--- src/rtl/core/cswp_pkg.sv ---
// Shared types and constants for the classified sums / prime test core.
package cswp_pkg;

	localparam int VALUE_W      = 32;
	localparam int IDX_W        = 7;
	localparam int SUM_W        = 40;
	// Trial divisors stay below 2^16 since their square never passes a 31-bit value
	localparam int DIV_W        = 16;
	localparam int REM_W        = DIV_W + 1;
	localparam int SQ_W         = 2 * DIV_W + 1;
	localparam int BITS_PER_CYC = 4;
	localparam int DIV_CYCLES   = VALUE_W / BITS_PER_CYC;
	localparam int DCNT_W       = $clog2(DIV_CYCLES);
	// Queue depth must be a power of two: pointers wrap naturally
	localparam int QUEUE_DEPTH  = 2;
	localparam int QPTR_W       = $clog2(QUEUE_DEPTH);
	localparam int QCNT_W       = QPTR_W + 1;

	typedef enum logic [1:0] {
		PT_NOT_PRIME,
		PT_PRIME,
		PT_TRIAL
	} prime_code_t;

	typedef struct packed {
		logic signed [VALUE_W-1:0] value;
		logic                      last;
	} in_item_t;

	typedef struct packed {
		logic [IDX_W-1:0]        element_index;
		logic                    is_even;
		logic                    is_positive;
		logic                    is_negative;
		logic                    is_prime;
		logic signed [SUM_W-1:0] total_even;
		logic signed [SUM_W-1:0] sum_odd;
		logic signed [SUM_W-1:0] total_positive;
		logic signed [SUM_W-1:0] total_negative;
		logic signed [SUM_W-1:0] total_prime;
		logic                    end_of_set;
	} out_item_t;

	typedef struct packed {
		logic signed [VALUE_W-1:0] value;
		logic                      last;
		logic                      is_even;
		logic                      is_positive;
		logic                      is_negative;
		prime_code_t               pcode;
	} work_t;

	typedef struct packed {
		logic start;
		logic take;
	} prime_req_t;

	typedef struct packed {
		logic done;
		logic is_prime;
	} prime_stat_t;

endpackage

--- src/rtl/core/cswp_front.sv ---
// Front end: input handshake and classification of each value.
module cswp_front import cswp_pkg::*; (
	input  logic     push,
	input  in_item_t item,
	input  logic     q_full,
	output logic     full,
	output logic     q_push,
	output work_t    entry
);

	logic neg;
	logic zero;

	// Push into the queue whenever it has room
	assign full   = q_full;
	assign q_push = push && !q_full;

	assign neg  = item.value[VALUE_W-1];
	assign zero = (item.value == '0);

	// Classify sign, parity and settle the easy prime cases up front
	always_comb begin
		entry.value       = item.value;
		entry.last        = item.last;
		entry.is_even     = !item.value[0];
		entry.is_positive = !neg && !zero;
		entry.is_negative = neg;
		if (item.value < VALUE_W'(signed'(2))) begin
			entry.pcode = PT_NOT_PRIME;
		end else if (item.value < VALUE_W'(signed'(4))) begin
			entry.pcode = PT_PRIME;
		end else if (!item.value[0]) begin
			entry.pcode = PT_NOT_PRIME;
		end else begin
			entry.pcode = PT_TRIAL;
		end
	end

endmodule

--- src/rtl/core/cswp_queue.sv ---
// Short queue between the classifying front end and the back end.
module cswp_queue import cswp_pkg::*; (
	input  logic  clk,
	input  logic  arst_n,
	input  logic  push,
	input  work_t wr_entry,
	input  logic  pop,
	output logic  full,
	output logic  empty,
	output work_t rd_entry
);

	work_t              mem [QUEUE_DEPTH];
	logic [QPTR_W-1:0]  wr_ptr_q;
	logic [QPTR_W-1:0]  rd_ptr_q;
	logic [QCNT_W-1:0]  count_q;

	assign full     = (count_q == QCNT_W'(QUEUE_DEPTH));
	assign empty    = (count_q == '0);
	assign rd_entry = mem[rd_ptr_q];

	// Store entries
	always_ff @(posedge clk) begin
		if (push) begin
			mem[wr_ptr_q] <= wr_entry;
		end
	end

	// Advance pointers and fill count
	always_ff @(posedge clk or negedge arst_n) begin
		if (!arst_n) begin
			wr_ptr_q <= '0;
			rd_ptr_q <= '0;
			count_q  <= '0;
		end else begin
			if (push) begin
				wr_ptr_q <= wr_ptr_q + 1'b1;
			end
			if (pop) begin
				rd_ptr_q <= rd_ptr_q + 1'b1;
			end
			if (push && !pop) begin
				count_q <= count_q + 1'b1;
			end else if (pop && !push) begin
				count_q <= count_q - 1'b1;
			end
		end
	end

endmodule

--- src/rtl/core/cswp_prime.sv ---
// Trial-division prime tester: odd divisors, remainder formed four bits a cycle.
module cswp_prime import cswp_pkg::*; (
	input  logic                      clk,
	input  logic                      arst_n,
	input  prime_req_t                req,
	input  logic signed [VALUE_W-1:0] value,
	input  prime_code_t               pcode,
	output prime_stat_t               stat
);

	typedef enum logic [1:0] {
		P_IDLE,
		P_CHECK,
		P_DIV,
		P_DONE
	} pstate_t;

	pstate_t             state_q;
	logic [VALUE_W-1:0]  n_q;
	logic [VALUE_W-1:0]  shift_q;
	logic [DIV_W-1:0]    d_q;
	logic [SQ_W-1:0]     sq_q;
	logic [REM_W-1:0]    rem_q;
	logic [DCNT_W-1:0]   cnt_q;
	logic                prime_q;
	logic [REM_W-1:0]    rem_next;

	// Four restoring steps of n mod d per cycle
	always_comb begin
		logic [REM_W-1:0] r;
		r = rem_q;
		for (int k = 0; k < BITS_PER_CYC; k++) begin
			r = {r[REM_W-2:0], shift_q[VALUE_W-1-k]};
			if (r >= {1'b0, d_q}) begin
				r = r - {1'b0, d_q};
			end
		end
		rem_next = r;
	end

	assign stat.done     = (state_q == P_DONE);
	assign stat.is_prime = prime_q;

	// Sequence divisor checks until a factor is found or d*d passes n
	always_ff @(posedge clk or negedge arst_n) begin
		if (!arst_n) begin
			state_q <= P_IDLE;
			prime_q <= 1'b0;
			n_q     <= '0;
			shift_q <= '0;
			d_q     <= '0;
			sq_q    <= '0;
			rem_q   <= '0;
			cnt_q   <= '0;
		end else begin
			unique case (state_q)
				P_IDLE: begin
					if (req.start) begin
						n_q <= value;
						if (pcode == PT_TRIAL) begin
							d_q     <= DIV_W'(3);
							sq_q    <= SQ_W'(9);
							state_q <= P_CHECK;
						end else begin
							prime_q <= (pcode == PT_PRIME);
							state_q <= P_DONE;
						end
					end
				end
				P_CHECK: begin
					if (sq_q > {1'b0, n_q}) begin
						prime_q <= 1'b1;
						state_q <= P_DONE;
					end else begin
						shift_q <= n_q;
						rem_q   <= '0;
						cnt_q   <= '0;
						state_q <= P_DIV;
					end
				end
				P_DIV: begin
					rem_q   <= rem_next;
					shift_q <= shift_q << BITS_PER_CYC;
					cnt_q   <= cnt_q + 1'b1;
					if (cnt_q == DCNT_W'(DIV_CYCLES - 1)) begin
						if (rem_next == '0) begin
							prime_q <= 1'b0;
							state_q <= P_DONE;
						end else begin
							// (d+2)^2 = d^2 + 4d + 4
							d_q     <= d_q + DIV_W'(2);
							sq_q    <= sq_q + SQ_W'({d_q, 2'b00}) + SQ_W'(4);
							state_q <= P_CHECK;
						end
					end
				end
				P_DONE: begin
					if (req.take) begin
						state_q <= P_IDLE;
					end
				end
				default: begin
					state_q <= P_IDLE;
				end
			endcase
		end
	end

endmodule

--- src/rtl/core/cswp_back.sv ---
// Back end: runs the prime test, keeps the running sums and holds the result.
module cswp_back import cswp_pkg::*; #(
	parameter int MAX_ITEMS = 128
) (
	input  logic                      clk,
	input  logic                      arst_n,
	input  logic                      q_empty,
	input  work_t                     q_entry,
	output logic                      q_pop,
	output prime_req_t                preq,
	output logic signed [VALUE_W-1:0] pvalue,
	output prime_code_t               pcode,
	input  prime_stat_t               pstat,
	input  logic                      pop,
	output logic                      empty,
	output out_item_t                 result
);

	localparam int CMP_W = IDX_W + 2;

	typedef enum logic {
		B_IDLE,
		B_WAIT
	} bstate_t;

	bstate_t                 state_q;
	work_t                   cur_q;
	logic [IDX_W-1:0]        position_q;
	logic [SUM_W-1:0]        even_q;
	logic [SUM_W-1:0]        odd_q;
	logic [SUM_W-1:0]        pos_q;
	logic [SUM_W-1:0]        neg_q;
	logic [SUM_W-1:0]        prime_tot_q;
	out_item_t               res_q;
	logic                    res_valid_q;

	logic                    slot_free;
	logic                    load;
	logic                    close;
	logic [SUM_W-1:0]        ext;
	logic [SUM_W-1:0]        even_n;
	logic [SUM_W-1:0]        odd_n;
	logic [SUM_W-1:0]        pos_n;
	logic [SUM_W-1:0]        neg_n;
	logic [SUM_W-1:0]        prime_n;

	// Take the next queued item once the tester is free
	assign q_pop      = (state_q == B_IDLE) && !q_empty;
	assign preq.start = q_pop;
	assign pvalue     = q_entry.value;
	assign pcode      = q_entry.pcode;

	// Finish when the test is done and the result register can take a transfer
	assign slot_free = !res_valid_q || pop;
	assign load      = (state_q == B_WAIT) && pstat.done && slot_free;
	assign preq.take = load;

	assign empty  = !res_valid_q;
	assign result = res_q;

	// Form the updated sums and the set-close condition
	assign ext     = {{(SUM_W - VALUE_W){cur_q.value[VALUE_W-1]}}, cur_q.value};
	assign even_n  = cur_q.is_even ? even_q + ext : even_q;
	assign odd_n   = cur_q.is_even ? odd_q : odd_q + ext;
	assign pos_n   = cur_q.is_positive ? pos_q + ext : pos_q;
	assign neg_n   = cur_q.is_negative ? neg_q + ext : neg_q;
	assign prime_n = pstat.is_prime ? prime_tot_q + ext : prime_tot_q;
	assign close   = cur_q.last ||
		(CMP_W'(position_q) + CMP_W'(1) == CMP_W'(MAX_ITEMS));

	// Hold the current item
	always_ff @(posedge clk) begin
		if (q_pop) begin
			cur_q <= q_entry;
		end
	end

	// Load the result register
	always_ff @(posedge clk) begin
		if (load) begin
			res_q.element_index  <= position_q;
			res_q.is_even        <= cur_q.is_even;
			res_q.is_positive    <= cur_q.is_positive;
			res_q.is_negative    <= cur_q.is_negative;
			res_q.is_prime       <= pstat.is_prime;
			res_q.total_even     <= even_n;
			res_q.sum_odd        <= odd_n;
			res_q.total_positive <= pos_n;
			res_q.total_negative <= neg_n;
			res_q.total_prime    <= prime_n;
			res_q.end_of_set     <= close;
		end
	end

	// Sequence items, advance the index and sums, drop them at set close
	always_ff @(posedge clk or negedge arst_n) begin
		if (!arst_n) begin
			state_q     <= B_IDLE;
			res_valid_q <= 1'b0;
			position_q  <= '0;
			even_q      <= '0;
			odd_q       <= '0;
			pos_q       <= '0;
			neg_q       <= '0;
			prime_tot_q <= '0;
		end else begin
			if (load) begin
				res_valid_q <= 1'b1;
			end else if (pop) begin
				res_valid_q <= 1'b0;
			end
			unique case (state_q)
				B_IDLE: begin
					if (q_pop) begin
						state_q <= B_WAIT;
					end
				end
				B_WAIT: begin
					if (load) begin
						state_q <= B_IDLE;
						if (close) begin
							position_q  <= '0;
							even_q      <= '0;
							odd_q       <= '0;
							pos_q       <= '0;
							neg_q       <= '0;
							prime_tot_q <= '0;
						end else begin
							position_q  <= position_q + 1'b1;
							even_q      <= even_n;
							odd_q       <= odd_n;
							pos_q       <= pos_n;
							neg_q       <= neg_n;
							prime_tot_q <= prime_n;
						end
					end
				end
				default: begin
					state_q <= B_IDLE;
				end
			endcase
		end
	end

endmodule

--- src/rtl/core/classified_sums_with_prime_test_core.sv ---
// From transfer in to result shown, an item passes the queue, the trial-division unit
// and the result register. Odd values of 5 and up add, per odd divisor tried, a bound
// check and the remainder steps, plus a final bound check for a prime.
// Items go one at a time through the shared trial-division unit; the next is taken once
// the last result is loaded. A two-entry queue and the result register absorb stalls.
// Reset: asynchronous, clears the queue, sequencers, index and all sums at once.
module classified_sums_with_prime_test_core import cswp_pkg::*; #(
	parameter int MAX_ITEMS = 128
) (
	input  logic      clk,
	input  logic      arst_n,
	input  logic      push,
	output logic      full,
	input  in_item_t  item,
	output logic      empty,
	input  logic      pop,
	output out_item_t result
);

	logic                      q_full;
	logic                      q_empty;
	logic                      q_push;
	logic                      q_pop;
	work_t                     wr_entry;
	work_t                     rd_entry;
	prime_req_t                preq;
	prime_stat_t               pstat;
	logic signed [VALUE_W-1:0] pvalue;
	prime_code_t               pcode;

	cswp_front u_front (
		.push   (push),
		.item   (item),
		.q_full (q_full),
		.full   (full),
		.q_push (q_push),
		.entry  (wr_entry)
	);

	cswp_queue u_queue (
		.clk      (clk),
		.arst_n   (arst_n),
		.push     (q_push),
		.wr_entry (wr_entry),
		.pop      (q_pop),
		.full     (q_full),
		.empty    (q_empty),
		.rd_entry (rd_entry)
	);

	cswp_prime u_prime (
		.clk    (clk),
		.arst_n (arst_n),
		.req    (preq),
		.value  (pvalue),
		.pcode  (pcode),
		.stat   (pstat)
	);

	cswp_back #(
		.MAX_ITEMS (MAX_ITEMS)
	) u_back (
		.clk     (clk),
		.arst_n  (arst_n),
		.q_empty (q_empty),
		.q_entry (rd_entry),
		.q_pop   (q_pop),
		.preq    (preq),
		.pvalue  (pvalue),
		.pcode   (pcode),
		.pstat   (pstat),
		.pop     (pop),
		.empty   (empty),
		.result  (result)
	);

endmodule

--- config.mk ---
export PLATFORM = sky130hd
export DESIGN_NAME = classified_sums_with_prime_test_core
export DESIGN_NICKNAME = d
export VERILOG_FILES = /design/src/rtl/core/cswp_pkg.sv /design/src/rtl/core/cswp_front.sv /design/src/rtl/core/cswp_queue.sv /design/src/rtl/core/cswp_prime.sv /design/src/rtl/core/cswp_back.sv /design/src/rtl/core/classified_sums_with_prime_test_core.sv
export SDC_FILE = /design/constraint.sdc
export NUM_CORES = 2
export LEC_CHECK = 0
export BUFFER_PORTS_ARGS = -buffer_cell sky130_fd_sc_hd__buf_4
export CAP_MARGIN = 15
export CORE_MARGIN = 2
export CORE_UTILIZATION = 46
export CTS_CLUSTER_DIAMETER = 200
export CTS_CLUSTER_SIZE = 8
export DETAILED_ROUTE_END_ITERATION = 6
export PLACE_DENSITY_LB_ADDON = 0.25
export SETUP_SLACK_MARGIN = 0.15
export SYNTH_ARGS = -nofsm -noshare
export SYNTH_HDL_FRONTEND = slang
export SYNTH_HIERARCHICAL = 1
export SYNTH_SLANG_ARGS = --single-unit
--- constraint.sdc ---
create_clock -name clk -period 22.8 [get_ports clk]
set_input_delay 1.14 -clock clk [delete_from_list [all_inputs] [get_ports clk]]
set_output_delay 1.14 -clock clk [all_outputs]
set_load 0.005 [all_outputs]
==> metrics.log <==
[metrics] setup TNS after final layout: 0 ns
[metrics] DRC errors left: 0
[metrics] number of warnings printed during yosys synthesis: 6
[metrics] xor/xnor share of the synthesized area: 0.0526
[metrics] wire length per cell: roughly 23 um
[metrics] worst skew pair latency: ~0.7 ns
[metrics] multiplexer share of the synthesized area: 0.0768
[metrics] overall global routing resource usage: 0.255
[metrics] cell with the largest stage delay on the worst path: sky130_fd_sc_hd__o21a_1
[metrics] fraction of layout cells with a size suffix above 1: 0.164
[metrics] first-pass GRT wire length: approximately 190 mm
[metrics] critical path's largest stage delay: approximately 0.87 ns
[metrics] cell mode on critical path: sky130_fd_sc_hd__a21oi_1
[metrics] number of input and output port buffers inserted: 250
[metrics] vias in the first global route: between 30k and 40k
[metrics] Top Family by Delay on Critical Path: compound AO/OA/AOI/OAI gates
[metrics] layout net count: between 4k and 5k
[metrics] number of buffers and inverters on the critical path: 4
[metrics] kind of start point of the critical path: flip-flop
[metrics] via-per-instance ratio: ~6
[metrics] combinational family with the most area after synthesis: compound AO/OA/AOI/OAI gates
[metrics] iteration-0 DRC count of the detailed router: ~2.5k
[metrics] worst-path fanout max: 70
[metrics] number of fill cells in the layout: between 8k and 9k
[metrics] # rows: about 110
[metrics] post_cts resized: 0
[metrics] via count: 31.9k
[metrics] final cycle utilization of the critical path: 0.607
[metrics] crit path time final: between 10 and 15 ns
[metrics] hold-fix buffer count after cts: 0
[metrics] count of state elements after synthesis: around 670
[metrics] number of buffers on the longest clock path: 3
[metrics] post-layout total power: around 2700 uW
[metrics] worst min path class: flip-flop to flip-flop
[metrics] average footprint of a synthesized cell: roughly 11 um^2
[metrics] clock tree root driver cell: sky130_fd_sc_hd__clkbuf_16
[metrics] setup bufs post-CTS: 0
[metrics] worst ir drop on vdd: around 0.055 mV
[metrics] upper clock frequency limit: roughly 0.072 GHz
[metrics] width of the die: between 300 and 400 um
[metrics] area of the placeable core: around 91,000 um^2
[metrics] DRT Pass-1 Iters: 5
[metrics] Final Setup Violations: 0
[metrics] type of the worst setup path: flip-flop to flip-flop
[metrics] part of the Yosys area used for sequential elements: 0.435
[metrics] total congestion overflow after global routing: 0
[metrics] global placement routability congestion: 0.954
[metrics] layout overhead on the synthesized area: 12.5%
[metrics] Fin Clk Skew: around 0.047 ns
[metrics] count of different cell masters after synthesis: 100
[metrics] Crit path arrival time: approximately 14 ns
[metrics] CP required: 23.31 ns
[metrics] number of enable flip-flop cells after synthesis: 324
[metrics] I/O pin total: around 250
[metrics] cell area reported after detailed placement: around 45,000 um^2
[metrics] run status: completed
[metrics] Primary FF master, synth: sky130_fd_sc_hd__dfrtp_1
[metrics] maximum level of the CTS H-tree: 3
[metrics] worst rel slew slack: 0.250
[metrics] antenna violations before repair: 4
[metrics] clock tree from TritonCTS: yes
[metrics] Mapped Nets: about 4.4k
[metrics] maximum number of pins on one net before global-route repair: 126
[metrics] slew at the pin closest to its max-slew limit: approximately 1.1 ns
[metrics] Die H: approximately 300 um
[metrics] post-synthesis share of cell area spent on full adders, half adders and majority gates: 0.103
[metrics] Gate Count Post-Synth: about 4k
[metrics] kind of capture point of the worst setup path: flip-flop
[metrics] max-cap viol count: 0
[metrics] final standard cell utilization of the core: 0.521
[metrics] count of pins over their slew limit: 0
[metrics] starting density of the core: 0.463
[metrics] CTS sink cnt: around 670
[metrics] post-detail-place hpwl: about 88 mm
[metrics] worst hold margin: between 0.4 and 0.5 ns
[metrics] CTS buffer count: 93
[metrics] share of synthesized registers carrying an async set or reset: 0.517
[metrics] Final Hold Fails: 0
[metrics] multi-input gate area in the final layout: between 20,000 and 25,000 um^2
[metrics] wire length after detailed routing: 122 mm
[metrics] Reg area: about 18,000 um^2
[metrics] Antenna Nets Post-Route: 0
[metrics] RSZ-0062 raised after global routing: false
[metrics] final standard cell area without fillers: approximately 48,000 um^2
[metrics] simple-gate share of the synthesized area: 0.102
[metrics] fraction of the mapped netlist area in compound gates: 0.190
[metrics] P per Cell Area: 57.1 nW/um^2
[metrics] Leakage Power: approximately 0.021 uW
[metrics] die outline area: ~94,000 um^2
[metrics] post-synthesis instance area: between 40,000 and 50,000 um^2
[metrics] clock-pin slew reported for the worst setup and hold paths after clock tree synthesis: approximately 0.06 ns
==> routing by layer <==
layer	wire length (um)	GRT usage
met3	7070	0.0354
met5	0	0
met4	2830	0.0687
met1	55100	0.355
met2	57200	0.418
==> cell usage after synthesis (11+ instances only) <==
cell	number	area, um^2
sky130_fd_sc_hd__a211oi_1	27	203
sky130_fd_sc_hd__a21o_1	139	1040
sky130_fd_sc_hd__a21oi_1	273	1370
sky130_fd_sc_hd__a221oi_1	11	96.3
sky130_fd_sc_hd__a22o_1	152	1330
sky130_fd_sc_hd__a31o_2	11	96.3
sky130_fd_sc_hd__a31oi_1	24	150
sky130_fd_sc_hd__and2_1	22	138
sky130_fd_sc_hd__and3_1	29	181
sky130_fd_sc_hd__and4_1	11	96.3
sky130_fd_sc_hd__buf_1	14	52.6
sky130_fd_sc_hd__buf_4	79	593
sky130_fd_sc_hd__clkbuf_1	127	477
sky130_fd_sc_hd__dfrtp_1	347	8680
sky130_fd_sc_hd__edfxtp_1	324	9730
sky130_fd_sc_hd__ha_1	331	4140
sky130_fd_sc_hd__inv_1	140	526
sky130_fd_sc_hd__mux2_2	215	2420
sky130_fd_sc_hd__mux2_4	13	195
sky130_fd_sc_hd__mux2i_1	62	621
sky130_fd_sc_hd__nand2_1	363	1360
sky130_fd_sc_hd__nand2b_1	32	200
sky130_fd_sc_hd__nand3_1	63	315
sky130_fd_sc_hd__nand4_1	51	319
sky130_fd_sc_hd__nor2_1	144	541
sky130_fd_sc_hd__nor2b_1	39	244
sky130_fd_sc_hd__nor3_1	49	245
sky130_fd_sc_hd__nor4_1	13	81.3
sky130_fd_sc_hd__o211ai_1	26	195
sky130_fd_sc_hd__o21a_1	34	255
sky130_fd_sc_hd__o21ai_0	263	1320
sky130_fd_sc_hd__o21ai_1	16	80.1
sky130_fd_sc_hd__o21bai_1	29	218
sky130_fd_sc_hd__o31ai_1	53	398
sky130_fd_sc_hd__or2_2	15	93.8
sky130_fd_sc_hd__or4_1	20	150
sky130_fd_sc_hd__xnor2_1	154	1350
sky130_fd_sc_hd__xor2_1	100	876
==> logic make-up after synthesis <==
logic type | count (synthesis)
compound gates | 1186
simple gates | 894
flops | 671
buf+inv | 373
fa+ha+maj | 341
mux | 291
xor+xnor | 254
==> cell type report <==
type / count / share of cell area
diodes: 1 / 0.0000526
clock buffers: 163 / 0.0544
clock inverters: 7 / 0.00363
inverters: 140 / 0.0112
multi-input cells: 2966 / 0.467
flip-flops and latches: 671 / 0.387
well taps: 1186 / 0.0312
repair buffers: 287 / 0.0457
==> final timing paths <==
check	startpoint	to	slack, ns	cells after the start
min in group asynchronous	arst_n	u_back/prime_tot_q[35]	0.48	1
min	u_prime/sq_q[0]	u_prime/sq_q[0]	0.44	2
max reg2reg	u_prime/d_q[8]	u_prime/sq_q[26]	8.96	45
max	u_prime/d_q[8]	u_prime/sq_q[26]	8.96	45
max in group asynchronous	arst_n	u_prime/prime_q	20.03	3
min reg2reg	u_prime/sq_q[0]	u_prime/sq_q[0]	0.44	2
==> worst min-delay path: stages, from the launching register on <==
cell and delay, ns:
sky130_fd_sc_hd__dfrtp_1 0.32, sky130_fd_sc_hd__inv_1 0.05, sky130_fd_sc_hd__nand2_1 0.05
==> layout by cell type, fill, tap and decap left out, types with 29 or more instances in the layout <==
| master | Yosys | final |
|---|---|---|
| sky130_fd_sc_hd__o21a_1 | 34 | 34 |
| sky130_fd_sc_hd__o31ai_1 | 53 | 53 |
| sky130_fd_sc_hd__nand2_1 | 363 | 362 |
| sky130_fd_sc_hd__o21ai_0 | 263 | 261 |
| sky130_fd_sc_hd__xor2_1 | 100 | 100 |
| sky130_fd_sc_hd__nor3_1 | 49 | 48 |
| sky130_fd_sc_hd__nor2b_1 | 39 | 38 |
| sky130_fd_sc_hd__nand3_1 | 63 | 62 |
| sky130_fd_sc_hd__mux2i_1 | 62 | 62 |
| sky130_fd_sc_hd__xnor2_1 | 154 | 154 |
| sky130_fd_sc_hd__edfxtp_1 | 324 | 324 |
| sky130_fd_sc_hd__nor2_1 | 144 | 142 |
| sky130_fd_sc_hd__buf_4 | 79 | 285 |
| sky130_fd_sc_hd__clkbuf_16 | 0 | 93 |
| sky130_fd_sc_hd__nand4_1 | 51 | 51 |
| sky130_fd_sc_hd__inv_1 | 140 | 139 |
| sky130_fd_sc_hd__o21bai_1 | 29 | 29 |
| sky130_fd_sc_hd__a21oi_1 | 273 | 273 |
| sky130_fd_sc_hd__and3_1 | 29 | 29 |
| sky130_fd_sc_hd__dfrtp_1 | 347 | 345 |
| sky130_fd_sc_hd__nand2b_1 | 32 | 32 |
| sky130_fd_sc_hd__clkbuf_1 | 127 | 70 |
| sky130_fd_sc_hd__ha_1 | 331 | 330 |
| sky130_fd_sc_hd__mux2_2 | 215 | 215 |
| sky130_fd_sc_hd__a22o_1 | 152 | 152 |
| sky130_fd_sc_hd__a21o_1 | 139 | 139 |
==> state kept, by name (all words and copies together) (netlist names), 2 cells and up <==
name / flops
u_back/pos_q: 40
u_back/odd_q: 40
u_back/position_q: 7
u_prime/d_q: 16
u_prime/n_q: 32
u_back/neg_q: 40
u_prime/sq_q: 32
u_prime/cnt_q: 3
u_back/even_q: 40
u_prime/shift_q: 32
u_prime/rem_q: 16
u_queue/count_q: 2
u_prime/state_q: 2
u_back/result: 212
u_back/cur_q: 36
u_queue/mem: 76
u_back/prime_tot_q: 40
==> report_power, final <==
group          internal, uW  total (uW)  switching (uW)
Sequential             1310        1320            8.91
Clock                   770        1320             551
Combinational          24.5        79.8            55.3
Total                  2100        2720             615
==> metrics by stage <==
step	cells	setup slack, ns
6_report	5421	8.96
3_3_place_gp	5250	9.57
4_1_cts	5420	9.21
5_1_grt	5420	7.95
3_5_place_dp	5250	9.24
2_1_floorplan	4010	11.91
No activity file was read; power rests on OpenSTA's default activity.
